==> config.mk <==
export PLATFORM = sky130hd
export DESIGN_NAME = register_pool_allocator_top
export DESIGN_NICKNAME = d
export VERILOG_FILES = /design/src/design/rpa_pkg.sv /design/src/design/register_pool_allocator_top.sv
export SDC_FILE = /design/constraint.sdc
export NUM_CORES = 1
export LEC_CHECK = 0
export ABC_AREA = 1
export BUFFER_PORTS_ARGS = -buffer_cell sky130_fd_sc_hd__buf_2
export CAP_MARGIN = 25
export CORE_MARGIN = 1.5
export CORE_UTILIZATION = 30
export CTS_CLUSTER_DIAMETER = 200
export DETAILED_ROUTE_END_ITERATION = 6
export SLEW_MARGIN = 40
export SYNTH_ARGS = -nofsm -noshare
export SYNTH_HDL_FRONTEND = slang
export SYNTH_SLANG_ARGS = --single-unit
==> constraint.sdc <==
create_clock -name aclk -period 14.7 [get_ports aclk]
set_input_delay 2.205 -clock aclk [delete_from_list [all_inputs] [get_ports aclk]]
set_output_delay 2.205 -clock aclk [all_outputs]
set_load 0.05 [all_outputs]
==> src/design/rpa_pkg.sv <==
`timescale 1ns / 1ps

package rpa_pkg;

    // Longest run that one allocate-run request may ask for
    localparam int unsigned MAX_RUN = 8;

    localparam int unsigned NUM_REGS = 32;
    localparam int unsigned SAVED_W  = 10;

    // Scratch pool 9..15, callee-saved pool 19..28
    localparam logic [5:0] POOL1_LO  = 6'd9;
    localparam logic [5:0] POOL1_END = 6'd16;
    localparam logic [5:0] POOL2_LO  = 6'd19;
    localparam logic [5:0] POOL2_END = 6'd29;

    localparam logic [NUM_REGS-1:0] POOL1_MASK = 32'h0000_FE00;
    localparam logic [NUM_REGS-1:0] POOL2_MASK = 32'h1FF8_0000;
    localparam logic [NUM_REGS-1:0] POOL_MASK  = POOL1_MASK | POOL2_MASK;

    typedef enum logic [1:0] {
        OP_ALLOC_ONE   = 2'd0,
        OP_ALLOC_RUN   = 2'd1,
        OP_RELEASE     = 2'd2,
        OP_RELEASE_ALL = 2'd3
    } opcode_t;

    typedef struct packed {
        logic [4:0] release_reg;
        logic [3:0] run_length;
        opcode_t    opcode;
    } request_t;

    typedef struct packed {
        logic [SAVED_W-1:0] saved_mask;
        logic [5:0]         end_reg;
        logic [4:0]         first_reg;
        logic               status;
    } result_t;

endpackage

==> src/design/register_pool_allocator_top.sv <==
`timescale 1ns / 1ps
// Pipeline: input register, then result register, with the bitmap search between the two;
//   m_tvalid comes from the result register.
// Throughput: one transaction per cycle while m_tready keeps the result stage free;
//   the busy map is updated at the same edge the result is registered, so back-to-back
//   requests see each other's effect. Reset: synchronous active-low aresetn empties both
//   stages and clears the busy map and the callee-saved marks.
module register_pool_allocator_top (
    input  logic        aclk,
    input  logic        aresetn,
    input  logic        s_tvalid,
    output logic        s_tready,
    input  logic [15:0] s_tdata,   // [1:0] opcode, [5:2] run_length, [10:6] release_reg
    output logic        m_tvalid,
    input  logic        m_tready,
    output logic [23:0] m_tdata    // [0] status, [5:1] first_reg, [11:6] end_reg,
                                   // [21:12] saved_mask
);

    logic                             in_valid_reg;
    rpa_pkg::opcode_t                 in_op_reg;
    logic [3:0]                       in_len_reg;
    logic [4:0]                       in_rel_reg;

    logic                             out_valid_reg;
    rpa_pkg::result_t                 out_reg;
    rpa_pkg::result_t                 out_next;

    logic [rpa_pkg::NUM_REGS-1:0]     busy_reg;
    logic [rpa_pkg::NUM_REGS-1:0]     busy_next;
    logic [rpa_pkg::SAVED_W-1:0]      marks_reg;
    logic [rpa_pkg::SAVED_W-1:0]      marks_next;

    logic                             out_ready;
    logic                             process;

    logic [3:0]                       req_len;
    logic                             len_ok;
    logic [rpa_pkg::NUM_REGS-1:0]     len_mask;
    logic [rpa_pkg::NUM_REGS-1:0]     fit;
    logic [4:0]                       sel;
    logic                             found;
    logic [rpa_pkg::NUM_REGS-1:0]     alloc_mask;
    logic [rpa_pkg::NUM_REGS-1:0]     rel_bit;

    assign out_ready = !out_valid_reg || m_tready;
    assign process   = in_valid_reg && out_ready;
    assign s_tready  = !in_valid_reg || out_ready;

    // Input stage
    always_ff @(posedge aclk) begin
        if (!aresetn) begin
            in_valid_reg <= 1'b0;
        end else if (s_tready) begin
            in_valid_reg <= s_tvalid;
        end
        if (s_tready && s_tvalid) begin
            in_op_reg  <= rpa_pkg::opcode_t'(s_tdata[1:0]);
            in_len_reg <= s_tdata[5:2];
            in_rel_reg <= s_tdata[10:6];
        end
    end

    // Candidate starts: every pool position where the whole run is free and stays in pool
    always_comb begin
        req_len  = (in_op_reg == rpa_pkg::OP_ALLOC_ONE) ? 4'd1 : in_len_reg;
        len_ok   = (req_len != 4'd0) && (req_len <= 4'(rpa_pkg::MAX_RUN));
        len_mask = 32'((33'd1 << req_len) - 33'd1);
        for (int i = 0; i < rpa_pkg::NUM_REGS; i++) begin
            fit[i] = rpa_pkg::POOL_MASK[i]
                  && ((busy_reg & (len_mask << i)) == '0)
                  && ((6'(i) + {2'b00, req_len}) <=
                      (rpa_pkg::POOL1_MASK[i] ? rpa_pkg::POOL1_END : rpa_pkg::POOL2_END));
        end
        // Scratch pool sits below the callee-saved one, so lowest start is first fit
        sel = '0;
        for (int i = rpa_pkg::NUM_REGS - 1; i >= 0; i--) begin
            if (fit[i]) begin
                sel = 5'(i);
            end
        end
        found      = len_ok && (fit != '0);
        alloc_mask = len_mask << sel;
        rel_bit    = 32'd1 << in_rel_reg;
    end

    always_comb begin
        busy_next           = busy_reg;
        marks_next          = marks_reg;
        out_next.status     = 1'b0;
        out_next.first_reg  = '0;
        out_next.end_reg    = '0;
        case (in_op_reg)
            rpa_pkg::OP_ALLOC_ONE, rpa_pkg::OP_ALLOC_RUN: begin
                if (found) begin
                    busy_next          = busy_reg | alloc_mask;
                    marks_next         = marks_reg | alloc_mask[28:19];
                    out_next.first_reg = sel;
                    out_next.end_reg   = {1'b0, sel} + {2'b00, req_len};
                end else begin
                    out_next.status = 1'b1;
                end
            end
            rpa_pkg::OP_RELEASE: begin
                busy_next = busy_reg & ~(rel_bit & rpa_pkg::POOL_MASK);
            end
            rpa_pkg::OP_RELEASE_ALL: begin
                busy_next = busy_reg & ~rpa_pkg::POOL_MASK;
            end
            default: begin
                busy_next = busy_reg;
            end
        endcase
        out_next.saved_mask = marks_next;
    end

    always_ff @(posedge aclk) begin
        if (!aresetn) begin
            busy_reg      <= '0;
            marks_reg     <= '0;
            out_valid_reg <= 1'b0;
        end else begin
            if (process) begin
                busy_reg  <= busy_next;
                marks_reg <= marks_next;
            end
            if (out_ready) begin
                out_valid_reg <= in_valid_reg;
            end
        end
        if (process) begin
            out_reg <= out_next;
        end
    end

    assign m_tvalid = out_valid_reg;
    assign m_tdata  = {2'b00, out_reg};

    // Nothing outside the two pools is ever marked busy
    assert property (@(posedge aclk) disable iff (!aresetn)
        (busy_reg & ~rpa_pkg::POOL_MASK) == '0)
        else $error("busy bit set outside the pools");

    // Callee-saved marks are sticky
    assert property (@(posedge aclk) disable iff (!aresetn)
        1'b1 |=> ((marks_reg & $past(marks_reg)) == $past(marks_reg)))
        else $error("callee-saved mark cleared");

    // A granted run is non-empty and no longer than the limit
    assert property (@(posedge aclk) disable iff (!aresetn)
        (m_tvalid && out_reg.end_reg != '0) |->
            (out_reg.end_reg > {1'b0, out_reg.first_reg}) &&
            ((out_reg.end_reg - {1'b0, out_reg.first_reg}) <= 6'(rpa_pkg::MAX_RUN)))
        else $error("granted run length out of range");

    // A failed allocation reports no registers
    assert property (@(posedge aclk) disable iff (!aresetn)
        (m_tvalid && out_reg.status) |-> (out_reg.first_reg == '0 && out_reg.end_reg == '0))
        else $error("failed allocation reports registers");

    // A granted run ends inside the pool it started in
    assert property (@(posedge aclk) disable iff (!aresetn)
        (m_tvalid && out_reg.end_reg != '0) |->
            ((out_reg.first_reg >= 5'd9 && out_reg.end_reg <= rpa_pkg::POOL1_END) ||
             (out_reg.first_reg >= 5'd19 && out_reg.end_reg <= rpa_pkg::POOL2_END)))
        else $error("granted run leaves its pool");

endmodule

==> impl_results.md <==
* Distinct cells, synth at 50
* DIE AREA at 0.0238 mm²
* Req. time, crit path at 14.80 ns
* Fmax at around 0.14 GHz
* Buf/Inv on CP at 6
* Total negative setup slack at 0 ns
* Pre-Repair DR Iteration Count at 6
* #FFs+latches synth at 68
* Post-synth ARST share at 0%
* Clk sink count at 68
* Final Max Slew Viols at 0
* Final Worst Setup Slack at 7.46 ns
* Sequential Area at around 0.0017 mm²
* H-tree depth at 3
* Largest net degree at the start of global routing at 34
* N_diodes at 0
* Syn Area/Cell at 6.05 µm²
* Mapped Area at 0.00687 mm²
* CP max-delay cell: edfxtp_1
* DP Worst Slack at just under 8 ns
* Worst skew pair latency at 0.35 ns
* Grt ovf at 0
* Power, Total at 1.52 mW
* Final core utilization at 33.1%
* Clock Skew at about 0.012 ns
* Worst Path Max Fanout at 25
* Outcome: completed
* Initial antenna violation count at 0
* Num rows at 55
* TritonCTS clock tree: built
* Detailed Route WL at 25200 µm
* Crit path launch type: flip-flop
* Root Driver: clkbuf_16
* Avg WL per Cell at 17.6 µm
* Arrival @ worst endpoint at 7.35 ns
* Die H at 154 µm
* Max Buffers Root-to-Sink at 2
* Nets at approximately 1.2k
* Internal power at roughly 640 µW
* Width of the die at approximately 150 µm
* First-pass GRT wire length at 38600 µm
* Vias in the first global route at between 6k and 7k
* CTS clock-pin slew for the worst setup and hold paths at ~0.06 ns
* Worst r2r src: in_op_reg[1]
* Register area share after synthesis at 24.6%
* Vias at 7849
* Final period util at 49.3%
* Slew at the pin with the worst max-slew slack at 0.813 ns
* CTS buffer count at 9
* Dpl hpwl at 18700 µm
* Logic pwr share at 68.3%
* Number of synthesized flops with an enable pin at 33
* Top_reg_cell synth: dfxtp_1
* P&R area growth vs syn at 8.86%
* Vias/cell at 5.48
* CTS hold repair buffers at 0
* HP Start: marks_reg[4]
* Hold Vio Cnt, Final at 0
* Max reg flops at 23
* Cell count after synthesis at about 1.1k
* Sequential share of power at between 10% and 20%
* I/O pin count at between 40 and 50
* Core ar. at around 0.023 mm²
* Final Setup Violations at 0
* Most Frequent Cell on Critical Path: nand2_1
* Min Tclk post-route at between 7 and 8 ns
* Port Buffers at 38
* Power per Cell Area at 203 mW/mm²
* YS warnings at 0
* Slew headroom at 45.7%
* CP delay by family, top: simple AND/OR/NAND/NOR gates
* Fill count at 2508
* Maximum VDD drop at around 0.090 mV
* Initial core utilization at 30.4%
* Layout cells sized above 1 at 11.5%
* Remaining DRCs at 0
* Post-CTS setup buffer count at 0
* Max cap viols at 0
* Crit end category: flip-flop
* Gates resized, CTS repair at 0
* RePlAce Congestion at 0.966
* Worst Setup SP: in_op_reg[1]
* GRT Util Overall at a little over a fifth
* Net switching power at a little under 900 µW
* Antenna Nets Post-Route at 0
* Largest stage delay, worst path at 0.63 ns
* Switching share of power at 57.5%
* Min Hold Slack at 0.467 ns
* Clock power frac at 15.0%
* First DRT Iteration DRCs at 941
* Worst hold path type: flip-flop to flip-flop
* Multi-input gate area at 0.00445 mm²
* Kind of critical path: flip-flop to flip-flop
* Unrepaired setup endpoints after global routing: no
* Pleak at 3.36 nW
==> cell usage in the layout, fill, tap and decap left out, types with 10 or more instances in the layout <==
master	synthesis	final
nand2_1	319	319
nor2_1	113	112
ha_1	18	18
nand2_2	18	18
o21ai_1	13	13
a31oi_1	10	10
buf_2	11	38
o21ai_0	67	67
inv_2	13	13
inv_1	107	107
a21oi_1	65	65
dfxtp_1	35	35
edfxtp_1	33	33
o22ai_1	21	21
nand3_1	164	164
nor2_2	17	17
==> power groups by stage <==
stage | Combinational (mW) | Clock, mW | Sequential (mW)
2_1_floorplan | 0.767 | 0 | 0.274
3_3_place_gp | 1.00 | 0 | 0.255
3_5_place_dp | 1.00 | 0 | 0.255
4_1_cts | 1.00 | 0.230 | 0.251
5_1_grt | 1.13 | 0.236 | 0.255
6_report | 1.04 | 0.227 | 0.253
==> synth_stat cells, types with 2 or more instances <==
master | number | area [µm²]
nor2_2 | 17 | 106
a21oi_4 | 2 | 32.5
o21ai_1 | 13 | 65.1
o221ai_1 | 9 | 78.8
clkinv_1 | 3 | 11.3
o211ai_1 | 4 | 30.0
nor2_1 | 113 | 424
inv_1 | 107 | 402
nand2_1 | 319 | 1200
nand3_1 | 164 | 821
a22oi_1 | 2 | 15.0
edfxtp_1 | 33 | 991
nor2_4 | 7 | 78.8
a21oi_1 | 65 | 325
a21oi_2 | 4 | 35.0
nor4_1 | 2 | 12.5
o22ai_1 | 21 | 131
clkbuf_1 | 17 | 63.8
nand4_1 | 7 | 43.8
dfxtp_1 | 35 | 701
buf_2 | 11 | 55.1
nand2_4 | 4 | 45.0
a31oi_1 | 10 | 62.6
o21ai_2 | 3 | 26.3
nor3_1 | 8 | 40.0
inv_2 | 13 | 48.8
nand2_2 | 18 | 113
o21ai_0 | 67 | 335
nor3_2 | 2 | 20.0
buf_4 | 11 | 82.6
buf_6 | 5 | 56.3
ha_1 | 18 | 225
xor2_1 | 2 | 17.5
a221oi_1 | 2 | 17.5
buf_1 | 2 | 7.51
==> cell families (layout without fill, tap and decap cells) <==
family / after synthesis / count (layout) / share of synthesized area [%]
simple gates: 668 / 668 / 43.4
compound gates: 207 / 207 / 17.4
buf+inv: 170 / 180 / 10.7
flops: 68 / 68 / 24.6
fa+ha+maj: 19 / 19 / 3.57
xor+xnor: 2 / 2 / 0.255
other cells: 1 / 2 / 0.0546
==> worst reg2reg max path, delay by kind of cell, from the launching register on <==
kind | cells | cell delay (ns)
compound gates | 6 | 1.13
simple gates | 20 | 3.23
buf+inv | 6 | 1.16
flops | 1 | 0.63
fa+ha+maj | 2 | 0.79
==> through the flow <==
step                      std cells  instance area (µm²)
after CTS                      1431                 7470
after floorplan                1136                 6870
after detailed placement       1415                 7170
final                          1431                 7470
after global placement         1415                 7170
after global routing           1431                 7470
==> layer usage <==
| metal | part of all wire [%] | wire, µm | global-route usage, % | up-vias |
|---|---|---|---|---|
| li1 | - | - | - | 3789 |
| met4 | 3.7 | 933 | 9.43 | 0 |
| met2 | 45 | 11200 | 33.2 | 412 |
| met5 | 0 | 0 | 0 | - |
| met1 | 42 | 10600 | 27.4 | 3586 |
| met3 | 9.7 | 2450 | 4.26 | 62 |
==> final cells by class <==
| class | count | area share [%] |
|---|---|---|
| sequential | 68 | 22.6 |
| clock buffer | 9 | 3.01 |
| tap | 285 | 4.77 |
| multi-input combinational | 898 | 59.6 |
| inverter | 124 | 6.26 |
| clock inverter | 7 | 1.00 |
| timing repair buffer | 40 | 2.75 |
==> final timing paths <==
kind                                      to  slack (ns)  cells past startpoint
worst max register to register   m_tdata[21]        7.46                     34
worst max-delay path             m_tdata[21]        7.46                     34
worst min-delay path            marks_reg[4]        0.47                      2
worst min register to register  marks_reg[4]        0.47                      2
Power figures use the tool's default switching activity.
